### config.mk
export PLATFORM = sky130hd
export DESIGN_NAME = vga_timing_generator_nco
export DESIGN_NICKNAME = d
export VERILOG_FILES = /design/src/rtl/vgan_pkg.sv /design/src/rtl/vgan_axis.sv /design/src/rtl/vga_timing_generator_nco.sv
export SDC_FILE = /design/constraint.sdc
export NUM_CORES = 1
export LEC_CHECK = 0
export ABC_AREA = 1
export BUFFER_PORTS_ARGS = -buffer_cell sky130_fd_sc_hd__clkbuf_2
export CORE_MARGIN = 10
export CORE_UTILIZATION = 49
export CTS_CLUSTER_SIZE = 30
export DETAILED_ROUTE_END_ITERATION = 12
export MAX_ROUTING_LAYER = met4
export PLACE_DENSITY = 0.68
export SLEW_MARGIN = 20
export SYNTH_ARGS = -nofsm -noshare
export SYNTH_HDL_FRONTEND = slang
export SYNTH_SLANG_ARGS = --single-unit
export TNS_END_PERCENT = 20
### constraint.sdc
create_clock -name clk_i -period 5.3 [get_ports clk_i]
set_clock_uncertainty 0.15 [all_clocks]
set_input_delay 1.325 -clock clk_i [delete_from_list [all_inputs] [get_ports clk_i]]
set_output_delay 1.325 -clock clk_i [all_outputs]
set_load 0.005 [all_outputs]
### src/rtl/vgan_pkg.sv
// shared types, constants and helpers for the vga timing generator
// no dependencies
`default_nettype none

package vgan_pkg;

  localparam int PHASE_BITS      = 36;
  localparam int COUNT_BITS      = 12;
  localparam int BYTES_PER_PIXEL = 4;

  localparam int CFG_W    = 49;
  localparam int TIMING_W = 49;
  localparam int ACT_W    = 24;
  localparam int ADDR_W   = 32;
  localparam int FUNC_W   = 2;
  localparam int CFG_IDX_W = 3;

  localparam logic [ACT_W-1:0] ACT_MAX = {ACT_W{1'b1}};

  localparam logic [TIMING_W-1:0]   H_TIMING_RST = 49'd1101124862752;
  localparam logic [TIMING_W-1:0]   V_TIMING_RST = 49'd687230288397;
  localparam logic [PHASE_BITS-1:0] NCO_INC_RST  = PHASE_BITS'(64'd8650064134);
  localparam logic [ACT_W-1:0]      FRAME_PIX_RST = 24'd307200;

  typedef enum logic [FUNC_W-1:0] {
    FUNC_TICK  = 2'd0,
    FUNC_WADDR = 2'd1,
    FUNC_START = 2'd2,
    FUNC_STOP  = 2'd3
  } func_e;

  typedef enum logic [CFG_IDX_W-1:0] {
    CFG_H_TIMING  = 3'd0,
    CFG_V_TIMING  = 3'd1,
    CFG_NCO_INC   = 3'd2,
    CFG_FRAME_PIX = 3'd3,
    CFG_IRQ_EN    = 3'd4
  } cfg_idx_e;

  typedef struct packed {
    logic                  pos;
    logic [COUNT_BITS-1:0] front;
    logic [COUNT_BITS-1:0] sync;
    logic [COUNT_BITS-1:0] active;
    logic [COUNT_BITS-1:0] total;
  } timing_t;

  typedef struct packed {
    logic in_active;
    logic sync_level;
  } axis_stat_t;

  function automatic timing_t unpack_timing(input logic [TIMING_W-1:0] r);
    timing_t t;
    t.total  = r[11:0];
    t.active = r[23:12];
    t.sync   = r[35:24];
    t.front  = r[47:36];
    t.pos    = r[48];
    return t;
  endfunction

endpackage

`default_nettype wire

### src/rtl/vgan_axis.sv
// one timing axis: active-area and sync decode for a counter value
// depends on vgan_pkg
`default_nettype none

module vgan_axis (
  input  wire logic [vgan_pkg::COUNT_BITS-1:0] count_i,
  input  wire vgan_pkg::timing_t               timing_i,
  input  wire logic                            run_i,
  output vgan_pkg::axis_stat_t                 stat_o
);

  logic [vgan_pkg::COUNT_BITS:0]   sync_start;
  logic [vgan_pkg::COUNT_BITS+1:0] sync_stop;
  logic                            in_sync;

  assign sync_start = {1'b0, timing_i.active} + {1'b0, timing_i.front};
  assign sync_stop  = {1'b0, sync_start} + {2'b00, timing_i.sync};

  assign in_sync = run_i
                 && ({1'b0, count_i} >= sync_start)
                 && ({2'b00, count_i} < sync_stop);

  assign stat_o.sync_level = (in_sync == timing_i.pos);
  assign stat_o.in_active  = (count_i < timing_i.active);

endmodule

`default_nettype wire

### src/rtl/vga_timing_generator_nco.sv
// vga timing generator with nco pixel clock, top level
// depends on vgan_pkg and vgan_axis
//
// usage:
//   config port: cfg_we_i writes cfg_data_i into register cfg_index_i at the
//   clock edge (0 h_timing, 1 v_timing, 2 nco_increment, 3 frame_pixels,
//   4 irq_enable); other indexes are dropped. write only while idle.
//   input channel: one beat per system tick (func tick) or bus event
//   (write next buffer, start, stop). output channel: one result beat per
//   input beat, carrying the sync levels, strobe, counters, fetch address,
//   frame irq and run flag as they stand after that input.
//   result path: an accepted input beat goes into the input register, then
//   through the update logic into the result register, held back by a stall.
//   throughput: one beat per cycle while results are taken; the phase add and
//   counter update both finish in the single update stage.
//   reset: stopped, counters, phase and bases at zero, registers at defaults.
//   stall: when out_ready_i is low the result holds; one more beat waits in
//   the input register, then in_ready_o drops until the result is taken.
`default_nettype none

module vga_timing_generator_nco (
  input  wire logic                              clk_i,
  input  wire logic                              rst_ni,
  input  wire logic                              cfg_we_i,
  input  wire logic [vgan_pkg::CFG_IDX_W-1:0]    cfg_index_i,
  input  wire logic [vgan_pkg::CFG_W-1:0]        cfg_data_i,
  input  wire logic                              in_valid_i,
  output logic                                   in_ready_o,
  input  wire logic [vgan_pkg::FUNC_W-1:0]       func_i,
  input  wire logic [vgan_pkg::ADDR_W-1:0]       buffer_address_i,
  output logic                                   out_valid_o,
  input  wire logic                              out_ready_i,
  output logic                                   hsync_o,
  output logic                                   vsync_o,
  output logic                                   display_enable_o,
  output logic                                   pixel_strobe_o,
  output logic [vgan_pkg::COUNT_BITS-1:0]        pixel_x_o,
  output logic [vgan_pkg::COUNT_BITS-1:0]        pixel_y_o,
  output logic [vgan_pkg::ADDR_W-1:0]            fetch_address_o,
  output logic                                   frame_irq_o,
  output logic                                   running_o
);

  localparam int PB = vgan_pkg::PHASE_BITS;
  localparam int CB = vgan_pkg::COUNT_BITS;
  localparam int AW = vgan_pkg::ADDR_W;
  localparam int NW = vgan_pkg::ACT_W;

  // config registers
  logic [vgan_pkg::TIMING_W-1:0] h_timing_q, v_timing_q;
  logic [PB-1:0]                 nco_inc_q;
  logic [NW-1:0]                 frame_pix_q;
  logic                          irq_en_q;

  // input register
  logic                  s1_valid_q;
  vgan_pkg::func_e       s1_func_q;
  logic [AW-1:0]         s1_addr_q;

  // block state
  logic [PB-1:0] phase_q, phase_d;
  logic [CB-1:0] h_q, h_d, v_q, v_d;
  logic [NW-1:0] act_q, act_d;
  logic [AW-1:0] base_q, base_d, pend_q, pend_d;
  logic          run_q, run_d;

  // result register
  logic          out_valid_q;
  logic          hsync_q, vsync_q, de_q, strobe_q, irq_q, run_out_q;
  logic [CB-1:0] x_q, y_q;
  logic [AW-1:0] fetch_q;

  logic                 fire;
  vgan_pkg::timing_t    ht, vt;
  logic [PB:0]          phase_sum;
  logic [CB:0]          h_plus, v_plus;
  logic [CB-1:0]        h_next, v_next;
  logic [NW-1:0]        act_inc;
  logic                 old_active;
  logic                 strobe, irq;
  vgan_pkg::axis_stat_t h_stat, v_stat;
  logic [AW-1:0]        fetch_d;

  assign fire       = s1_valid_q && (!out_valid_q || out_ready_i);
  assign in_ready_o = !s1_valid_q || fire;

  assign ht = vgan_pkg::unpack_timing(h_timing_q);
  assign vt = vgan_pkg::unpack_timing(v_timing_q);

  assign phase_sum  = {1'b0, phase_q} + {1'b0, nco_inc_q};
  assign h_plus     = {1'b0, h_q} + {{CB{1'b0}}, 1'b1};
  assign v_plus     = {1'b0, v_q} + {{CB{1'b0}}, 1'b1};
  assign h_next     = (h_plus >= {1'b0, ht.total}) ? '0 : h_plus[CB-1:0];
  assign v_next     = (v_plus >= {1'b0, vt.total}) ? '0 : v_plus[CB-1:0];
  assign act_inc    = act_q + {{(NW-1){1'b0}}, 1'b1};
  assign old_active = (h_q < ht.active) && (v_q < vt.active);

  always_comb begin
    phase_d = phase_q;
    h_d     = h_q;
    v_d     = v_q;
    act_d   = act_q;
    base_d  = base_q;
    pend_d  = pend_q;
    run_d   = run_q;
    strobe  = 1'b0;
    irq     = 1'b0;
    if (fire) begin
      unique case (s1_func_q)
        vgan_pkg::FUNC_TICK: begin
          if (run_q) begin
            strobe  = phase_sum[PB];
            phase_d = phase_sum[PB-1:0];
          end
          if (strobe) begin
            if (old_active && (act_q != vgan_pkg::ACT_MAX)) begin
              act_d = act_inc;
              irq   = (act_inc == frame_pix_q) && irq_en_q;
            end
            h_d = h_next;
            if (h_next == '0) begin
              v_d = v_next;
              if (v_next == '0) begin
                base_d = pend_q;
                act_d  = '0;
              end
            end
          end
        end
        vgan_pkg::FUNC_WADDR: begin
          pend_d = s1_addr_q;
        end
        vgan_pkg::FUNC_START: begin
          if (!run_q) begin
            run_d  = 1'b1;
            base_d = pend_q;
            act_d  = '0;
          end
        end
        vgan_pkg::FUNC_STOP: begin
          run_d   = 1'b0;
          phase_d = '0;
          h_d     = '0;
          v_d     = '0;
          act_d   = '0;
        end
        default: begin
          run_d = run_q;
        end
      endcase
    end
  end

  vgan_axis u_h_axis (
    .count_i  (h_d),
    .timing_i (ht),
    .run_i    (run_d),
    .stat_o   (h_stat)
  );

  vgan_axis u_v_axis (
    .count_i  (v_d),
    .timing_i (vt),
    .run_i    (run_d),
    .stat_o   (v_stat)
  );

  assign fetch_d = base_d + AW'(AW'(act_d) * AW'(vgan_pkg::BYTES_PER_PIXEL));

  // config writes
  always_ff @(posedge clk_i or negedge rst_ni) begin
    if (!rst_ni) begin
      h_timing_q  <= vgan_pkg::H_TIMING_RST;
      v_timing_q  <= vgan_pkg::V_TIMING_RST;
      nco_inc_q   <= vgan_pkg::NCO_INC_RST;
      frame_pix_q <= vgan_pkg::FRAME_PIX_RST;
      irq_en_q    <= 1'b0;
    end else if (cfg_we_i) begin
      unique case (vgan_pkg::cfg_idx_e'(cfg_index_i))
        vgan_pkg::CFG_H_TIMING:  h_timing_q  <= cfg_data_i[vgan_pkg::TIMING_W-1:0];
        vgan_pkg::CFG_V_TIMING:  v_timing_q  <= cfg_data_i[vgan_pkg::TIMING_W-1:0];
        vgan_pkg::CFG_NCO_INC:   nco_inc_q   <= cfg_data_i[PB-1:0];
        vgan_pkg::CFG_FRAME_PIX: frame_pix_q <= cfg_data_i[NW-1:0];
        vgan_pkg::CFG_IRQ_EN:    irq_en_q    <= cfg_data_i[0];
        default: begin
          irq_en_q <= irq_en_q;
        end
      endcase
    end
  end

  // control and state
  always_ff @(posedge clk_i or negedge rst_ni) begin
    if (!rst_ni) begin
      s1_valid_q  <= 1'b0;
      out_valid_q <= 1'b0;
      phase_q     <= '0;
      h_q         <= '0;
      v_q         <= '0;
      act_q       <= '0;
      base_q      <= '0;
      pend_q      <= '0;
      run_q       <= 1'b0;
    end else begin
      if (in_ready_o) begin
        s1_valid_q <= in_valid_i;
      end
      if (fire) begin
        out_valid_q <= 1'b1;
      end else if (out_ready_i) begin
        out_valid_q <= 1'b0;
      end
      phase_q <= phase_d;
      h_q     <= h_d;
      v_q     <= v_d;
      act_q   <= act_d;
      base_q  <= base_d;
      pend_q  <= pend_d;
      run_q   <= run_d;
    end
  end

  // payload
  always_ff @(posedge clk_i) begin
    if (in_ready_o && in_valid_i) begin
      s1_func_q <= vgan_pkg::func_e'(func_i);
      s1_addr_q <= buffer_address_i;
    end
    if (fire) begin
      hsync_q   <= h_stat.sync_level;
      vsync_q   <= v_stat.sync_level;
      de_q      <= run_d && h_stat.in_active && v_stat.in_active;
      strobe_q  <= strobe;
      x_q       <= h_d;
      y_q       <= v_d;
      fetch_q   <= fetch_d;
      irq_q     <= irq;
      run_out_q <= run_d;
    end
  end

  assign out_valid_o      = out_valid_q;
  assign hsync_o          = hsync_q;
  assign vsync_o          = vsync_q;
  assign display_enable_o = de_q;
  assign pixel_strobe_o   = strobe_q;
  assign pixel_x_o        = x_q;
  assign pixel_y_o        = y_q;
  assign fetch_address_o  = fetch_q;
  assign frame_irq_o      = irq_q;
  assign running_o        = run_out_q;

endmodule

`default_nettype wire

==> results.md, run 1 <==
- The run finished, with violations left.
- The final reports fail on setup timing.
- Yosys mapped a number of flops with a built-in enable equal to 96.
- The area growth from synthesis to layout is 20.35%.
- The number of placement rows is 82.
- The worst setup path is captured at a register.
- Setup repair after global routing could not meet its margin everywhere.
- The initial antenna violation count was 3.
- The wire length of the first global-routing pass is ~110000 um.
- The number of instances in the synthesized netlist is 2980.
- The total number of H-tree levels is 2.
- The largest voltage drop on the vdd net is just under 0.3 mV.
- The source of the worst hold timing path is s1_addr_q[8]$_DFFE_PP_.
- The hold violation total from the final report was 0.
- The count of placed standard cells including taps is between 3k and 4k.
- In this run the mean area of a mapped cell was approximately 8.4 um2.
- In this design, the critical path's most frequently occurring cell is sky130_fd_sc_hd__nand2_2.
- The critical path class is register to register.
- The tool flagged a number of max-cap violations equal to 0.
- Summing all non-filler instances in the final layout gives an area of ~30000 um2.
- The die covers between 60000 and 70000 um2.
- The number of different library cells used by synthesis comes to 59.
- For the pin with the worst max-slew slack, the measured transition is 1031 ps.
- The maximum count of clock buffers along a single path is 3.
- sky130_fd_sc_hd__dfrtp_1 takes more of the synthesized area than any other cell.
- Entering global routing, the biggest net connects 102 pins.
- The total of endpoints with negative setup slack in the final report is 14.
- The post-synthesis net count is 3307.
- The count of pins over their slew limit is 0.
- After synthesis, the share of flip-flops with an asynchronous set or reset is roughly 76%.
- Once layout is complete, the cells apart from fillers number between 4k and 5k.
- The via count of the first global-routing pass is roughly 21k.
- The shortest clock period the worst path allows after layout is roughly 5700 ps.
- Yosys attributes the largest share of cell area to sky130_fd_sc_hd__dfrtp_1 28%, sky130_fd_sc_hd__edfxtp_1 12%, sky130_fd_sc_hd__ha_1 12%.
- The pre-CTS setup slack is -515.7 ps.
- The routed layout has 21.81k vias.
- The count of pins on the block boundary is approximately 160.
- The area share of the leading cell type in the synthesized netlist is between 20% and 30%.
- Cells fill between 50 and 60% of the core in the end.
- The via density per instance is 5.386.
- After global routing the overflow that remains totals 0.
- STA classifies the critical path startpoint as a register.
- The area of the core is 50270 um2.
- The total power density per cell area is between 400 and 500 nW/um2.
- Once placement finished, the instance area stood at 27920 um2.
- The count of nets left with antenna violations after detail routing is 0.
- The final wirelength is approximately 73000 um.
- Once the floorplan was initialized, standard cells occupied between 40 and 50% of the core.
- The leakage power total is between 0.015 and 0.02 uW.
- The number of sinks on the clock net is 406.
- The overall power consumption is roughly 14000 uW.
- For this block, the initial DRC count from the detailed router was ~1.6k.
- The TritonCTS buffer count is 44.
- The path class of the tightest hold or removal check is register to register.
- After detailed routing, the number of remaining DRC violations is 0.
- The final weighted congestion in routability-driven placement is 0.9481.
- For this run, the number of Yosys warnings is 0.
- Along the worst path, the maximum fanout reaches 8.
- The netlist area before placement is 24950 um2.
- Counting the fill cells in the layout gives roughly 4.4k.
- Derived from the worst setup path, the maximum achievable clock frequency is 0.1770 GHz.
- The slowest stage of the critical path is the sky130_fd_sc_hd__dfrtp_1 cell.
- The reg-to-reg critical path startpoint is h_q[0]$_DFF_PN0_.
- The launch point of the worst path is h_q[0]$_DFF_PN0_.
- For this run, the slowest stage of the critical path takes between 300 and 400 ps.
- The flip-flop and latch count after synthesis is just over 400.
- Summing the sequential cell areas from Yosys gives around 43% of the chip area.
- The horizontal die dimension is 245.7 um.
- The final layout contains 3667 nets.
- CTS placed an instance of sky130_fd_sc_hd__clkbuf_16 at the clock tree root.
- The proportion of layout cells with a drive suffix above 1 is just under 20%.
- The clock latency at the later pin of the worst-skew pair is 590 ps.
- The estimated wirelength of the detail-placed design is between 50000 and 60000 um.
- Global routing consumed, over all layers together, roughly 25% of the routing resources.
- The final routed wire length divided by cell count is 18.13 um.
- In the post-route analysis, the smallest setup slack over all paths is -351.2 ps.
- After clock tree synthesis, the clock-pin slew on the worst setup and hold paths is 60 ps.
- The number of port buffers is approximately 150.
- Data on the critical path is required at its endpoint by about 5500 ps.
- In the synthesized netlist the dominant register cell turns out to be sky130_fd_sc_hd__dfrtp_1.
- The share of the cycle needed by the critical path after routing is 106.6%.
- Headroom to the max-slew limit came out at between 30 and 40%.
- For the worst setup path, the data arrival time is 5850 ps.
- The length of the first detailed-routing pass in iterations is 7.
- The vertical die dimension is ~250 um.
- TritonCTS built the clock tree.
## registers in the layout, summed over array words and instances (netlist names), 2 cells and up
register	cells
nco_inc_q	36
v_q	12
fetch_address_o	32
pend_q	32
s1_func_q	2
frame_pix_q	24
pixel_y_o	12
h_timing_q	49
act_q	24
phase_q	36
s1_addr_q	32
v_timing_q	49
base_q	32
h_q	12
pixel_x_o	12
## synthesized netlist by cell type, types with 5 or more instances
library cell,instances
sky130_fd_sc_hd__o211ai_1,41
sky130_fd_sc_hd__nor2_1,176
sky130_fd_sc_hd__xor2_1,82
sky130_fd_sc_hd__edfxtp_1,96
sky130_fd_sc_hd__a21o_1,8
sky130_fd_sc_hd__dfstp_2,34
sky130_fd_sc_hd__nor2_2,7
sky130_fd_sc_hd__a21boi_0,7
sky130_fd_sc_hd__nand3_1,110
sky130_fd_sc_hd__xnor2_1,27
sky130_fd_sc_hd__o31ai_1,9
sky130_fd_sc_hd__buf_2,7
sky130_fd_sc_hd__o21bai_1,7
sky130_fd_sc_hd__nand2_2,9
sky130_fd_sc_hd__o21ai_1,11
sky130_fd_sc_hd__a21oi_1,213
sky130_fd_sc_hd__ha_1,230
sky130_fd_sc_hd__inv_1,360
sky130_fd_sc_hd__o22ai_1,25
sky130_fd_sc_hd__nand2_1,649
sky130_fd_sc_hd__dfrtp_1,276
sky130_fd_sc_hd__fa_1,6
sky130_fd_sc_hd__mux2_2,27
sky130_fd_sc_hd__a31oi_1,8
sky130_fd_sc_hd__nand4_1,17
sky130_fd_sc_hd__nor4_1,7
sky130_fd_sc_hd__nand3_2,5
sky130_fd_sc_hd__a211oi_1,6
sky130_fd_sc_hd__o21ai_0,332
sky130_fd_sc_hd__inv_2,8
sky130_fd_sc_hd__nor3_1,24
sky130_fd_sc_hd__nand3b_1,8
sky130_fd_sc_hd__a22oi_1,25
sky130_fd_sc_hd__or2_2,5
sky130_fd_sc_hd__clkbuf_1,75
## routing by layer
layer | wire length (um) | vias to the layer above | part of all wire [%] | GRT usage [%]
li1 | - | 10754 | - | -
met1 | 34240 | 10399 | 47 | 33.93
met2 | 33120 | 556 | 45 | 36.98
met3 | 4527 | 105 | 6.2 | 4.105
met4 | 1553 | 0 | 2.1 | 5.809
met5 | 0 | - | 0 | -
## worst max-delay path: cells and delay by family, from the launching register on
family          cells  cell delay, ps
fa+ha+maj           4            1050
compound gates      9            1270
flops               1             370
simple gates       25            2320
buf+inv             4             260
## layout make-up
cell class / count / area, um2 / share of cell area (%)
Multi-Input combinational cell: 2115 / 12950 / 43.13
Sequential cell: 406 / 10690 / 35.58
Timing Repair Buffer: 401 / 2686 / 8.945
Inverter: 372 / 1418 / 4.720
Clock buffer: 66 / 1316 / 4.383
Tap cell: 672 / 840.8 / 2.800
Clock inverter: 16 / 126.4 / 0.4208
Antenna cell: 2 / 5.005 / 0.01667
## kinds of logic after synthesis
family | Yosys count | share of synthesized area, %
compound gates | 712 | 15.83
xor+xnor | 109 | 3.826
fa+ha+maj | 236 | 12.01
buf+inv | 459 | 7.045
flops | 406 | 42.81
mux | 27 | 1.218
simple gates | 1031 | 17.26
## through the flow
step / setup TNS [ps] / hold slack, ps
2_1_floorplan: -2026 / 303.0
3_3_place_gp: -1849 / 314.9
3_5_place_dp: -5183 / 315.7
4_1_cts: -1656 / 330.6
5_1_grt: -7456 / 339.1
6_report: -2364 / 327.8
## worst paths after layout
check / endpoint / depth (start not counted) / slack [ps]
worst max-delay path: fetch_address_o[30]$_DFFE_PP_ / 42 / -350
worst min-delay path: pend_q[8]$_DFFE_PN0P_ / 1 / 330
worst max register to register: fetch_address_o[30]$_DFFE_PP_ / 42 / -350
worst min register to register: pend_q[8]$_DFFE_PN0P_ / 1 / 330
max in group asynchronous: v_timing_q[37]$_DFFE_PN1P_ / 2 / 3260
min in group asynchronous: phase_q[22]$_DFFE_PN0P_ / 1 / 620
## cells in the final DEF, fill, tap and decap left out, drive strengths merged, types with 7 or more instances in the layout
cell      n
edfxtp   96
nor3     28
dfstp    34
buf     248
o22ai    25
o211ai   41
nand3b    8
nor2    187
o31ai     9
nand3   116
dfrtp   276
a21boi   10
a21oi   213
nand4    17
o21bai    7
nor4      7
mux2     27
inv     369
o21ai   343
xnor2    27
clkbuf  219
nand2   659
a31oi     8
a22oi    25
xor2     82
clkinv   13
a21o      8
ha      230
## report_power, final
group | leakage [uW] | switching (uW) | internal (uW)
logic | 0.00955 | 3600 | 2490
clock network | 0.000704 | 1330 | 1770
registers | 0.00476 | 489 | 4070
total | 0.0150 | 5420 | 8330
## repair_timing
action                     4_1_cts  5_1_grt
hold buffers                     0        0
setup endpoints to repair       18       23
pin swaps                       32       53
cloned                           0        0
gates resized for setup         41       61
buffers inserted                18       17
No activity file was read; power rests on OpenSTA's default activity.
==> inputs of run 2 (changes only) <==
Settings changed: SKIP_LAST_GASP set to 1.
==> results.md, run 2 (synthesis gave the netlist of run 1 again) <==
- The worst setup path is launched from a register.
- The clock-pin transition on the worst setup and hold timing paths came to 60 ps (about the same).
- The overall power consumption is 13710 uW (-0.29%).
- The data required time of the critical path is 5490 ps (about the same).
- Leaving out fill and tap cells, the most frequent cells in the layout are 634 x sky130_fd_sc_hd__nand2_1, 354 x sky130_fd_sc_hd__inv_1, 321 x sky130_fd_sc_hd__o21ai_0.
- The actual transition at the worst max-transition pin is 1035 ps (+3.597 ps).
- The clock latency at the later pin of the worst-skew pair is 590 ps (about the same).
- The count of pins over their slew limit is 0 (unchanged).
- The total number of H-tree levels is 2 (unchanged).
- The violation count after the first detailed-route iteration is 1738 (+6.6%).
- The final worst slack is -369.0 ps (-17.89 ps).
- In the final layout, the registers with the most flip-flops are h_timing_q (49), v_timing_q (49).
- The final wirelength is 73220 um (-0.30%).
- The final instance area is 29980 um2 (-0.17%).
- For this design, the slowest cell found on the critical path is sky130_fd_sc_hd__dfrtp_1.
- The via density per instance came to 5.376 (-0.19%).
- The count of placed standard cells including taps is 3934 (unchanged).
- The area of the core is 50270 um2 (unchanged).
- The fmax is 0.1764 GHz (-0.32%).
- The largest voltage drop on the vdd net was 0.2973 mV (+1.6%).
- The count of vias placed by the detailed router is 21.78k (-0.16%).
- The met3 wirelength from detailed routing is 4488 um (-0.86%).
- The leakage power total was 0.01500 uW (about the same).
- The arrival time of the worst setup path came to 5860 ps (about the same).
- The total DRC errors in the routed layout was 0 (unchanged).
- The post-synthesis to final-layout area growth is 20.14%.
- Setup repair after global routing could not meet its margin everywhere.
- The number of cells in the finished layout apart from fillers is 4051 (+0.025%).
- The cell at the root of the clock tree is sky130_fd_sc_hd__clkbuf_16.
- The via count of the first global-routing pass is 21.29k (-0.038%).
- The total of endpoints with negative setup slack in the final report is 14 (unchanged).
- TritonCTS built the clock tree.
- The shortest clock period the worst path allows after layout is 5669 ps (+17.89 ps).
- The initial antenna violation count is 3 (unchanged).
- The worst hold slack is 327.3 ps (-0.5000 ps).
- The layout filler cell count is 4453 (+0.18%).
- The most frequent cell on the critical path is sky130_fd_sc_hd__nand2_2.
- The number of placement rows is 82 (unchanged).
- The met2 wire length is 33150 um (+0.11%).
- The length of the first detailed-routing pass in iterations is 7 (unchanged).
- The number of buffer and inverter stages on the critical path is 9 (+5).
- The TritonCTS buffer count is 44 (unchanged).
- The maximum count of clock buffers along a single path is 3 (unchanged).
- The checks that failed: setup timing.
- The hold violation total from the final report is 0 (unchanged).
- The proportion of layout cells with a drive suffix above 1 is 19.32% (-0.29 points).
- The overall overflow remaining after global route is 0 (unchanged).
- The top routing layer in use is met4.
- The standard cell area after detailed placement is 27920 um2 (unchanged).
- The horizontal die dimension came to 245.7 um (unchanged).
- The routed metal-1 wire length was 34090 um (-0.43%).
- The number of sinks on the clock net was 406 (unchanged).
- The wire length of the first global-routing pass was 115000 um (about the same).
- The type of the most critical hold path is register to register.
- The type of destination of the critical path is a register.
- The flow ran to the end, but the final reports show violations.
- The count of pins on the block boundary came to 155 (unchanged).
- The initial core utilization is 49.64% (unchanged).
- The max-cap check violation count is 0 (unchanged).
- The number of nets in the layout is 3666 (-0.027%).
- The vertical die dimension is 245.7 um (unchanged).
- The total power density per cell area came to 457.4 nW/um2 (-0.12%).
- The share of the cycle needed by the critical path after routing was 107.0% (+0.34 points).
- The final routed wire length divided by cell count was 18.07 um (-0.32%).
- The pin count of the biggest net entering global routing came to 102 (unchanged).
- The full die area is 60350 um2 (unchanged).
- The largest fanout on the critical path is 8 (unchanged).
- The count of nets left with antenna violations after detail routing is 0 (unchanged).
- The delay of the slowest cell on the worst path is 370 ps (about the same).
- The most common cell after layout, fill and taps aside is sky130_fd_sc_hd__nand2_1.
- The estimated wirelength of the detail-placed design is 55590 um (unchanged).
- The family with the most delay on the worst path is simple AND/OR/NAND/NOR gates.
- The critical path class is register to register.
- The number of port buffers was 154 (unchanged).
- The final weighted congestion in routability-driven placement was 0.9481 (unchanged).
- The normalized max-slew margin came to 30.79% (-0.24 points).
- The total routing usage reported by global routing is 24.50% (about the same).
run 2: changes by cell type in the layout (fill, tap and decap cells not counted), sizes merged:
cell	before	now
buf	248	247
diode	2	4
run 2: metal layers:
metal,GRT usage [%],vias up
met4,5.809,0
met3,4.105,98
met1,33.93,10348
met5,-,-
li1,-,10755
met2,36.95,578
run 2: layout make-up:
class                      instances  area [um2]  area share [%]
antenna                            4       10.01         0.03339
clock buffer                      66        1316           4.390
clock inverter                    16       126.4          0.4215
inverter                         372        1418           4.729
multi-input combinational       2115       12900           43.05
sequential                       406       10690           35.64
tap                              672       840.8           2.805
timing repair buffer             400        2679           8.935
run 2: power by group:
part           switching, uW  total, uW  internal [uW]  leakage, uW
Sequential               488       4560           4070      0.00476
Combinational           3580       6060           2470      0.00954
Clock                   1320       3100           1770     0.000704
run 2: what timing repair did:
item                                    in CTS  in global routing
gates cloned                                 0                  0
buffers inserted                            18                 14
hold buffers                                 0                  0
endpoints found under the setup margin      18                 23
gates resized for setup                     38                 53
pin swaps                                   32                 44
run 2: worst paths after layout:
kind / startpoint / to / slack [ps] / cells after the start
min reg2reg: s1_addr_q[8]$_DFFE_PP_ / pend_q[8]$_DFFE_PN0P_ / 330 / 1
max: h_q[0]$_DFF_PN0_ / fetch_address_o[20]$_DFFE_PP_ / -370 / 42
max in group asynchronous: rst_ni / v_timing_q[17]$_DFFE_PN1P_ / 3260 / 2
min in group asynchronous: rst_ni / phase_q[22]$_DFFE_PN0P_ / 610 / 1
min: s1_addr_q[8]$_DFFE_PP_ / pend_q[8]$_DFFE_PN0P_ / 330 / 1
max reg2reg: h_q[0]$_DFF_PN0_ / fetch_address_o[20]$_DFFE_PP_ / -370 / 42
run 2: through the flow:
| step | TNS (ps) | util [%] | setup WS, ps |
|---|---|---|---|
| after global placement | -1849 | 55.53 | -254.5 |
| after detailed placement | -5183 | 55.53 | -515.7 |
| after CTS | -1915 | 58.97 | -297.6 |
| final | -2564 | 59.63 | -369.0 |
| after floorplan | -2026 | - | -404.8 |
| after global routing | -8110 | 59.61 | -702.2 |
run 2: worst reg2reg max path, delay by kind of cell (launching register included):
| kind | cells | cell delay [ps] |
|---|---|---|
| adders and majority gates | 3 | 750 |
| AOI/OAI and AO/OA | 8 | 1050 |
| DFF | 1 | 370 |
| and+or+nand+nor | 21 | 1940 |
| buffers and inverters | 9 | 1050 |
| xor gates and xnor gates | 1 | 140 |
==> inputs of run 3 (changes only) <==
Settings changed: BUFFER_PORTS_ARGS -buffer_cell sky130_fd_sc_hd__clkbuf_2 to -buffer_cell sky130_fd_sc_hd__buf_2, CAP_MARGIN set to 20, GPL_TIMING_DRIVEN set to 0.
==> results.md, run 3 (synthesis gave the netlist of run 1 again) <==
- The run finished, with violations left.
- The checks that failed: setup timing.
- The final worst slack was -804.4 ps (-435.3 ps).
- The most common cell after layout, fill and taps aside is sky130_fd_sc_hd__nand2_1.
- The total of endpoints with negative setup slack in the final report is 22 (+8).
- The total DRC errors in the routed layout is 0 (unchanged).
- The data required time of the critical path came to 5510 ps (+20 ps).
- The final weighted congestion in routability-driven placement is 0.9456 (-0.26%).
- The violation count after the first detailed-route iteration was 1789 (+2.9%).
- The estimated wirelength of the detail-placed design is 56730 um (+2.0%).
- The total routing usage reported by global routing is 25.06% (+0.56 points).
- The endpoint of the worst hold path is pend_q[16]$_DFFE_PN0P_.
- The startpoint identified for the worst hold timing path is s1_addr_q[16]$_DFFE_PP_.
- The area of the core is 50270 um2 (unchanged).
- The overall power consumption was 13560 uW (-1.1%).
- The type of destination of the critical path is a register.
- The pin count of the biggest net entering global routing is 97 (-4.9%).
- The setup path with the least slack is of type register to register.
- The count of vias placed by the detailed router is 21.97k (+0.85%).
- The full die area is 60350 um2 (unchanged).
- The normalized max-slew margin is 33.67% (+2.9 points).
- The switching power is 5400 uW (about the same).
- The length of the first detailed-routing pass in iterations is 5 (-2).
- The hold violation total from the final report is 0 (unchanged).
- The count of cells along the worst hold path is 1 (unchanged).
- The leakage power total is 0.01431 uW (-4.6%).
- The horizontal die dimension is 245.7 um (unchanged).
- The setup TNS after final layout was -9656 ps (-7092 ps).
- The count of nets left with antenna violations after detail routing is 0 (unchanged).
- The via count of the first global-routing pass is 21.33k (+0.15%).
- Relative to the synthesized area, the layout overhead comes to 17.18%.
- The arrival time of the worst setup path came to 6310 ps (+450 ps).
- The count of pins over their slew limit is 0 (unchanged).
- The largest fanout on the critical path was 6 (-2).
- The tree is rooted in a sky130_fd_sc_hd__clkbuf_16.
- The power share of the sequential group is 33.5% (+0.3 points).
- The max-cap check violation count came to 0 (unchanged).
- The initial antenna violation count is 5 (+2).
- The worst hold slack was 324.6 ps (-2.698 ps).
- The shortest clock period the worst path allows after layout is 6104 ps (+435.3 ps).
- The number of nets in the layout is 3576 (-2.5%).
- The overall overflow remaining after global route is 0 (unchanged).
- The number of placement rows is 82 (unchanged).
- The TritonCTS buffer count is 46 (+4.5%).
- The internal reg-to-reg setup slack is -800 ps (-440 ps).
- Setup repair after global routing could not meet its margin everywhere.
- The total power density per cell area was 463.8 nW/um2 (+1.4%).
- The number of sinks on the clock net is 406 (unchanged).
- The final wirelength was 74890 um (+2.3%).
- The number of port buffers is 154 (unchanged).
- The wire length of the first global-routing pass was 116700 um (+1.5%).
- The initial core utilization is 49.64% (unchanged).
- The vertical die dimension came to 245.7 um (unchanged).
- The largest registers in the layout are h_timing_q (49), v_timing_q (49).
- The fmax is 0.1638 GHz (-7.1%).
- The worst reg2reg path endpoint is fetch_address_o[30]$_DFFE_PP_.
- In the layout the commonest cells are 637 x sky130_fd_sc_hd__nand2_1, 352 x sky130_fd_sc_hd__inv_1, 321 x sky130_fd_sc_hd__o21ai_0.
- The reg-to-reg critical path startpoint is h_q[0]$_DFF_PN0_.
- The internal power contribution was 8162 uW (-1.9%).
- For this design, the slowest cell found on the critical path is sky130_fd_sc_hd__dfrtp_1.
- The total number of H-tree levels is 2 (unchanged).
- The combinational fraction of design power came to 42.4% (-1.8 points).
- Among the stages of the critical path, the cell type that occurs most often is sky130_fd_sc_hd__nor2_4.
- The share of the cycle needed by the critical path after routing is 115.2% (+8.2 points).
- The clock tree from TritonCTS is done.
- The clock latency at the later pin of the worst-skew pair is 610 ps (+20 ps).
- The count of pins on the block boundary came to 155 (unchanged).
- The switching portion of total power is 39.81% (+0.46 points).
- The via density per instance was 5.544 (+3.1%).
- The proportion of layout cells with a drive suffix above 1 is 15.06% (-4.3 points).
- The clock network fraction of total power is 24.1% (+1.5 points).
- The largest voltage drop on the vdd net came to 0.2851 mV (-4.1%).
- The type of the most critical hold path is register to register.
- The maximum count of clock buffers along a single path is 3 (unchanged).
- The clock-pin transition on the worst setup and hold timing paths is 60 ps (about the same).
- The delay of the slowest cell on the worst path came to 430 ps (+60 ps).
- The final routed wire length divided by cell count was 18.90 um (+4.6%).
- The depth of the most critical reg-to-reg path is 42 (unchanged).
- The actual transition at the worst max-transition pin is 984.5 ps (-50.46 ps).
- The category of the worst setup path launch point is a register.
run 3: cell types whose count changed in the layout (fill, tap and decap cells not counted), moves of 5 or more:
| cell | previous run | this run |
|---|---|---|
| sky130_fd_sc_hd__dfrtp_2 | 2 | 7 |
| sky130_fd_sc_hd__clkbuf_2 | 153 | 2 |
| sky130_fd_sc_hd__clkbuf_1 | 11 | 79 |
| sky130_fd_sc_hd__dfrtp_1 | 274 | 269 |
| sky130_fd_sc_hd__nand2_2 | 20 | 15 |
| sky130_fd_sc_hd__buf_2 | 0 | 158 |
| sky130_fd_sc_hd__buf_4 | 237 | 55 |
run 3: final cells by class:
| cell class | count | area (um2) |
|---|---|---|
| sequential | 406 | 10690 |
| tap | 672 | 840.8 |
| fill | 4524 | 21030 |
| multi-input combinational | 2116 | 12930 |
| clock inverter | 23 | 244.0 |
| timing repair buffer | 221 | 1403 |
| buffer | 86 | 402.9 |
| clock buffer | 63 | 1306 |
| antenna | 3 | 7.507 |
| inverter | 372 | 1418 |
run 3: how the worst max path moves through the flow:
stage                           startpoint                       endpoint
after floorplan                out_ready_i  fetch_address_o[30]$_DFFE_PP_
final                     h_q[0]$_DFF_PN0_  fetch_address_o[30]$_DFFE_PP_
after global routing      h_q[0]$_DFF_PN0_  fetch_address_o[30]$_DFFE_PP_
after CTS                 h_q[1]$_DFF_PN0_  fetch_address_o[30]$_DFFE_PP_
after global placement              rst_ni             act_q[3]$_DFF_PN0_
after detailed placement  h_q[1]$_DFF_PN0_  fetch_address_o[30]$_DFFE_PP_
run 3: worst max-delay path: cells and delay by family (launching register included):
kind	cells	cell delay [ps]
xor gates and xnor gates	1	110
AOI/OAI and AO/OA	9	1320
and+or+nand+nor	23	2340
buffers and inverters	6	700
adders and majority gates	3	800
DFF	1	430
run 3: what timing repair did:
item	CTS	global route
hold endpoints to repair	0	0
setup buffers	39	23
hold buffers	0	0
gates resized for setup	65	47
cloned	1	0
pin swaps	37	41
setup endpoints to repair	31	26
run 3: per-layer routing:
metal | GRT usage (%) | vias up | wire length (um)
li1 | - | 10576 | -
met1 | 34.06 | 10534 | 33820
met2 | 38.38 | 731 | 33930
met3 | 3.345 | 124 | 5175
met4 | 7.715 | 0 | 1957
met5 | - | - | 0
run 3: power groups by stage:
stage | combinational (uW) | clock, uW | sequential (uW)
2_1_floorplan | 3960 | 0 | 4450
3_3_place_gp | 5170 | 0 | 4560
3_5_place_dp | 5370 | 0 | 4580
4_1_cts | 5600 | 3320 | 4530
5_1_grt | 6520 | 3460 | 4620
6_report | 5760 | 3260 | 4540
run 3: metrics by stage:
step                      util, %  std cells  instance area [um2]  setup WS [ps]
after global routing        58.15       3960                29240          -1101
after floorplan                 -       2980                25040         -404.8
after detailed placement    53.27       3811                26780          -1777
after CTS                   57.45       3936                28880         -648.1
after global placement      53.00       3806                26650          -3258
final                       58.16       3962                29240         -804.4
